===== src/sv/tcw_pkg.sv =====
// Shared types and constants for the text console writer.
// No dependencies; imported by every module of the block.
package tcw_pkg;

    localparam int POS_W  = 11;
    localparam int CELL_W = 16;

    localparam logic [7:0] CH_NEWLINE = 8'd10;
    localparam logic [7:0] CH_RETURN  = 8'd13;
    localparam logic [7:0] CH_SPACE   = 8'd32;

    // Cell value after reset: attribute zero, space
    localparam logic [CELL_W-1:0] RESET_CELL = {8'h00, CH_SPACE};

    typedef enum logic [1:0] {
        OP_WRITE  = 2'd0,
        OP_CLEAR  = 2'd1,
        OP_SCROLL = 2'd2,
        OP_READ   = 2'd3
    } t_op;

    typedef enum logic [2:0] {
        ST_INIT,
        ST_IDLE,
        ST_READ,
        ST_SCROLL,
        ST_CLEAR
    } t_state;

    typedef struct packed {
        t_op        op;
        logic [7:0] char_code;
        logic [7:0] attr;
        logic [10:0] cell_index;
    } t_in_item;

    typedef struct packed {
        logic [POS_W-1:0]  cursor_pos;
        logic [CELL_W-1:0] read_data;
    } t_out_item;

    // What an accepted item asks of the screen store
    typedef struct packed {
        logic store;
        logic scroll;
    } t_cursor_ctl;

endpackage


===== src/sv/tcw_cursor.sv =====
// Cursor registers (column, row, linear position) and their update per item.
// Depends on tcw_pkg.
module tcw_cursor #(
    parameter int COLUMNS = 80,
    parameter int ROWS    = 25
) (
    input  logic                                  i_clk,
    input  logic                                  i_rst_n,
    input  logic                                  i_fire,
    input  tcw_pkg::t_in_item                     i_item,
    output logic [$clog2(COLUMNS*ROWS)-1:0]       o_pos,
    output logic [$clog2(COLUMNS*ROWS)-1:0]       o_next_pos,
    output tcw_pkg::t_cursor_ctl                  o_ctl
);
    import tcw_pkg::*;

    localparam int CELLS  = COLUMNS * ROWS;
    localparam int COL_W  = $clog2(COLUMNS);
    localparam int ROW_W  = $clog2(ROWS);
    localparam int ADDR_W = $clog2(CELLS);

    logic [COL_W-1:0]  r_col, n_col;
    logic [ROW_W-1:0]  r_row, n_row;
    logic [ADDR_W-1:0] r_pos, n_pos;
    logic              last_col;
    logic              last_row;
    logic [ADDR_W-1:0] line_start;

    assign last_col   = (r_col == COL_W'(COLUMNS - 1));
    assign last_row   = (r_row == ROW_W'(ROWS - 1));
    assign line_start = r_pos - ADDR_W'(r_col);

    // Next cursor for the item on the input
    always_comb begin
        n_col = r_col;
        n_row = r_row;
        n_pos = r_pos;
        o_ctl = '0;
        if (i_fire) begin
            case (i_item.op)
                OP_WRITE: begin
                    if (i_item.char_code == CH_NEWLINE) begin
                        n_col = '0;
                        if (last_row) begin
                            o_ctl.scroll = 1'b1;
                            n_pos = line_start;
                        end else begin
                            n_row = r_row + ROW_W'(1);
                            n_pos = line_start + ADDR_W'(COLUMNS);
                        end
                    end else if (i_item.char_code == CH_RETURN) begin
                        n_col = '0;
                        n_pos = line_start;
                    end else begin
                        o_ctl.store = 1'b1;
                        if (last_col) begin
                            n_col = '0;
                            if (last_row) begin
                                o_ctl.scroll = 1'b1;
                                n_pos = line_start;
                            end else begin
                                n_row = r_row + ROW_W'(1);
                                n_pos = r_pos + ADDR_W'(1);
                            end
                        end else begin
                            n_col = r_col + COL_W'(1);
                            n_pos = r_pos + ADDR_W'(1);
                        end
                    end
                end
                OP_CLEAR: begin
                    n_col = '0;
                    n_row = '0;
                    n_pos = '0;
                end
                OP_SCROLL: begin
                    o_ctl.scroll = 1'b1;
                    if (r_row != '0) begin
                        n_row = r_row - ROW_W'(1);
                        n_pos = r_pos - ADDR_W'(COLUMNS);
                    end
                end
                default: begin
                    // read leaves the cursor alone
                end
            endcase
        end
    end

    always_ff @(posedge i_clk) begin
        if (!i_rst_n) begin
            r_col <= '0;
            r_row <= '0;
            r_pos <= '0;
        end else begin
            r_col <= n_col;
            r_row <= n_row;
            r_pos <= n_pos;
        end
    end

    assign o_pos      = r_pos;
    assign o_next_pos = n_pos;

endmodule


===== config.mk =====
export PLATFORM = sky130hd
export DESIGN_NAME = tcw_cursor
export DESIGN_NICKNAME = d
export VERILOG_FILES = /design/src/sv/tcw_pkg.sv /design/src/sv/tcw_cursor.sv
export SDC_FILE = /design/constraint.sdc
export NUM_CORES = 1
export LEC_CHECK = 0
export BUFFER_PORTS_ARGS = -buffer_cell sky130_fd_sc_hd__buf_2
export CAP_MARGIN = 20
export CORE_MARGIN = 2
export CORE_UTILIZATION = 40
export CTS_CLUSTER_SIZE = 24
export DETAILED_ROUTE_END_ITERATION = 12
export PLACE_DENSITY = 0.6
export SYNTH_ARGS = -nofsm -noshare
export SYNTH_HDL_FRONTEND = slang
export SYNTH_SLANG_ARGS = --single-unit

===== constraint.sdc =====
create_clock -name i_clk -period 3 [get_ports i_clk]
set_input_delay 0.6 -clock i_clk [delete_from_list [all_inputs] [get_ports i_clk]]
set_output_delay 0.6 -clock i_clk [all_outputs]
set_load 0.005 [all_outputs]

==> run_summary.xml <==
<?xml version="1.0" encoding="UTF-8"?>
<metrics>
  <group name="global_route">
    <metric name="grt_first_pass_wirelength" unit="µm">13000</metric>
    <metric name="antenna_found_initial" unit="">0</metric>
    <metric name="grt_remaining_overflow" unit="">0</metric>
    <metric name="global_route.usage.total" unit="%">22.4</metric>
    <metric name="grt_start_max_net_pins" unit="">17</metric>
    <metric name="via_count_of_the_first_global_routing_pass" unit="">2702</metric>
  </group>
  <group name="synthesis">
    <metric name="synthTopCellsByCount" unit="">nor2_1 (33), a21oi_1 (29), nand2_1 (24), dfxtp_1 (23), inv_1 (19)</metric>
    <metric name="syn-cell-area" unit="µm²">2510</metric>
    <metric name="synthesis_stage_register_bit_count" unit="">23</metric>
    <metric name="ys.warnings.count" unit="">0</metric>
    <metric name="synth_top_cell_area_share" unit="%">18.3</metric>
    <metric name="count_of_different_cell_masters_after_synthesis" unit="">63</metric>
    <metric name="syn_inst" unit="">342</metric>
    <metric name="synth_seq_area_share" unit="%">18.3</metric>
    <metric name="synth_area_per_inst" unit="µm²">7.35</metric>
    <metric name="ys.flop_type" unit="">dfxtp_1</metric>
    <metric name="synthDominantAreaCellType" unit="">dfxtp_1</metric>
    <metric name="synthArstFlopShare" unit="%">0</metric>
    <metric name="synth_edf_count" unit="">0</metric>
    <metric name="yosys.cell_count.top_type" unit="">nor2_1</metric>
    <metric name="synthTopCellsByArea" unit="">dfxtp_1 (18%), ha_1 (7.5%), a21oi_1 (5.8%)</metric>
    <metric name="synth.net_count" unit="">391</metric>
  </group>
  <group name="timing">
    <metric name="final_max_slew_viol_count" unit="">0</metric>
    <metric name="final_period_minus_worst_setup_slack" unit="ps">3290</metric>
    <metric name="post-route-period-util" unit="%">110</metric>
    <metric name="final-setup-viol-count" unit="">8</metric>
    <metric name="worst-slew-pin-transition" unit="ps">668</metric>
    <metric name="post-route-worst-setup-slack" unit="ps">-294</metric>
    <metric name="relSlewSlack" unit="%">55.4</metric>
    <metric name="grt_setup_unrepaired" unit="">yes</metric>
    <metric name="final_hold_viol_count" unit="">0</metric>
    <metric name="clock.fmax" unit="MHz">304</metric>
    <metric name="whs" unit="ps">564</metric>
    <metric name="fin_clk_skew" unit="ps">6.09</metric>
  </group>
  <group name="power_and_ir_drop">
    <metric name="power.density_cell_area" unit="nW/µm²">244</metric>
    <metric name="seq_power_share" unit="%">36.8</metric>
    <metric name="share_clk_of_total_power" unit="%">25.5</metric>
    <metric name="part_of_the_power_in_combinational_logic" unit="%">37.7</metric>
    <metric name="netSwitchingPower" unit="µW">317</metric>
    <metric name="power.leakage" unit="nW">1.57</metric>
    <metric name="power_switching_share" unit="%">36.0</metric>
    <metric name="cell_internal_pwr" unit="µW">565</metric>
    <metric name="max-vdd-ir-drop" unit="V">0.000221</metric>
  </group>
  <group name="detailed_routing">
    <metric name="drt_pre_antenna_iters" unit="">5</metric>
    <metric name="wl" unit="µm">8290</metric>
    <metric name="drc" unit="">0</metric>
    <metric name="post_drt_wl_per_cell" unit="µm">16.1</metric>
    <metric name="detailroute.via_count" unit="">2913</metric>
    <metric name="via_per_inst" unit="">5.65</metric>
    <metric name="final_antenna_net_count" unit="">0</metric>
    <metric name="iter_0_drt_violations" unit="">221</metric>
  </group>
  <group name="cells_and_area">
    <metric name="utilization" unit="%">60.4</metric>
    <metric name="area.growth.synth_to_final" unit="%">44.1</metric>
    <metric name="drive_above_1_share" unit="%">41.3</metric>
    <metric name="final_net_count" unit="">491</metric>
    <metric name="diodes_inserted" unit="">0</metric>
  </group>
  <group name="die">
    <metric name="die_h" unit="µm">83.3</metric>
    <metric name="initial_utilization" unit="%">41.9</metric>
    <metric name="placementRows" unit="">28</metric>
    <metric name="core_area" unit="µm²">5990</metric>
    <metric name="top_level_ports" unit="">56</metric>
    <metric name="die_width" unit="µm">83.3</metric>
    <metric name="die_area" unit="µm²">6930</metric>
  </group>
  <group name="worst_hold_path">
    <metric name="hp-start" unit="">r_row[2]</metric>
    <metric name="worst_hold_path_type" unit="">reg2reg</metric>
    <metric name="hold-path-endpoint" unit="">r_row[2]</metric>
    <metric name="holdPathStages" unit="">2</metric>
  </group>
  <group name="placement">
    <metric name="place.port_buffers" unit="">36</metric>
    <metric name="hpwlAfterDp" unit="µm">6020</metric>
    <metric name="routabilityCongestion" unit="">0.886</metric>
  </group>
  <group name="critical_path">
    <metric name="regToRegStartpoint" unit="">r_col[3]</metric>
    <metric name="worstPathBufferInverterCount" unit="">4</metric>
    <metric name="cpMaxStageDelayCell" unit="">or3_4</metric>
    <metric name="worstRegToRegCells" unit="">17</metric>
    <metric name="arrival" unit="ps">2690</metric>
    <metric name="r2r_setup_slack" unit="ps">-30</metric>
    <metric name="cp_top_family" unit="">compound AO/OA/AOI/OAI gates</metric>
    <metric name="slowest_stage_delay_on_critical_path" unit="ps">410</metric>
    <metric name="setup.worst_path.start_class" unit="">register</metric>
    <metric name="cp.required" unit="ps">2400</metric>
    <metric name="cp_common_cell" unit="">buf_6</metric>
    <metric name="critPathMaxFanout" unit="">3</metric>
    <metric name="r2r_end" unit="">o_pos[9]</metric>
    <metric name="setup.worst_path.end_class" unit="">output pin</metric>
    <metric name="cp_cell_sequence" unit="">inv_2 &gt; ha_4 &gt; fa_2 &gt; nor2b_4 &gt; o2111a_2 &gt; or3_4 &gt; buf_6 &gt; buf_6 &gt; nand4_1 &gt; a31oi_2 &gt; o31ai_2 &gt; buf_2</metric>
    <metric name="crit_type" unit="">reg2out</metric>
  </group>
  <group name="cts">
    <metric name="clkSinkCount" unit="">23</metric>
    <metric name="cts-buffers-inserted" unit="">3</metric>
    <metric name="clkSlewWorstSetupHoldPaths" unit="ps">110</metric>
    <metric name="clock_insertion_delay_worst_skew" unit="ps">280</metric>
    <metric name="ctsHtreeMaxLevel" unit="">1</metric>
    <metric name="max-clock-path-buffers" unit="">2</metric>
    <metric name="tritoncts" unit="">done</metric>
    <metric name="cts_root_buf" unit="">clkbuf_8</metric>
  </group>
  <group name="status">
    <metric name="failing_checks" unit="">negative setup slack</metric>
    <metric name="status" unit="">finished, violations left</metric>
  </group>
  <group name="run">
    <metric name="max_cap_violations" unit="">0</metric>
  </group>
</metrics>
-- worst register-to-register path, delay by kind of cell (launching register included) --
family,cells,cell delay [ps]
AND/OR/NAND/NOR,2,410
buffers and inverters,9,1130
AO/OA/AOI/OAI,3,480
multiplexers,1,210
XOR/XNOR,1,170
flip-flops,1,340
adder cells (fa/ha/maj),1,220
-- kinds of logic after synthesis --
kind of cell	count (synthesis)	synth area share, %
flops	23	18.3
mux	7	2.84
xor+xnor	17	5.93
compound gates	97	25.8
fa+ha+maj	17	9.06
buf+inv	33	5.78
simple gates	148	32.2
-- cells in the final DEF, fill, tap and decap left out, types with 3 or more instances in the layout --
cell / count
a21oi_2: 4
xnor2_2: 4
dfxtp_2: 5
nand3_1: 12
xor2_1: 5
a31oi_1: 4
ha_4: 7
ha_1: 7
or2_2: 3
mux2i_1: 5
nand4_1: 6
dfxtp_1: 17
buf_4: 67
inv_1: 16
o21ai_1: 4
nand2_1: 22
and3_1: 7
a21oi_1: 24
a21o_1: 3
nor2b_1: 5
buf_2: 36
o211ai_1: 6
buf_6: 6
nor2_1: 30
xnor2_1: 8
o31ai_1: 3
clkbuf_8: 3
nand4b_1: 3
nand3b_1: 4
a41oi_1: 3
and2_1: 10
nand2b_1: 6
nor3b_1: 4
inv_2: 3
o21ai_0: 15
or3_4: 3
or3_1: 3
nor3_1: 9
-- how the worst max path moves through the flow --
stage / startpoint / endpoint / cells after the start
after floorplan: o_pos[0] / o_next_pos[10] / 11
after global placement: o_pos[0] / o_next_pos[10] / 12
after detailed placement: o_pos[0] / o_next_pos[6] / 12
after CTS: o_pos[0] / o_next_pos[9] / 12
after global routing: o_pos[0] / o_next_pos[6] / 12
final: o_pos[0] / o_next_pos[6] / 12
-- cell type report --
cell class | instances | area, µm²
fill | 551 | 2370
tap | 75 | 93.8
inverter | 19 | 71.3
multi-input combinational | 286 | 2190
sequential | 23 | 470
clock inverter | 1 | 7.51
clock buffer | 3 | 41.3
timing repair buffer | 109 | 751
-- power by group through the flow --
stage | Sequential, mW | Clock, mW | Combinational (mW)
2_1_floorplan | 0.328 | 0 | 0.170
3_3_place_gp | 0.329 | 0 | 0.271
3_5_place_dp | 0.330 | 0 | 0.275
4_1_cts | 0.324 | 0.225 | 0.298
5_1_grt | 0.326 | 0.238 | 0.365
6_report | 0.324 | 0.225 | 0.333
-- repair_timing --
item	in CTS	in global routing
setup buffers	9	11
gates resized for setup	28	41
pin swaps	17	23
setup endpoints to repair	10	12
hold buffers	0	0
-- state kept, by name, summed over array words and instances, names as in the netlist --
signal	count
o_pos	11
r_col	7
r_row	5
-- per-layer routing --
metal / global-route usage, % / vias up / part of all wire [%]
met2: 37.1 / 67 / 48
met3: 2.49 / 6 / 3.9
met4: 5.81 / 0 / 0.78
met1: 30.8 / 1383 / 47
met5: 0 / - / 0
li1: - / 1457 / -
-- through the flow --
stage	cells	TNS [ps]	power [mW]	cell area (µm²)	setup WS, ps
floorplan	342	0	0.498	2520	2.64
global placement	492	-1210	0.600	3120	-201
detailed placement	492	-1290	0.605	3120	-246
CTS	505	-1730	0.847	3370	-296
global route	516	-2720	0.929	3620	-403
finish	516	-1680	0.882	3620	-294
Note: power is estimated with default switching activity, not from simulation.
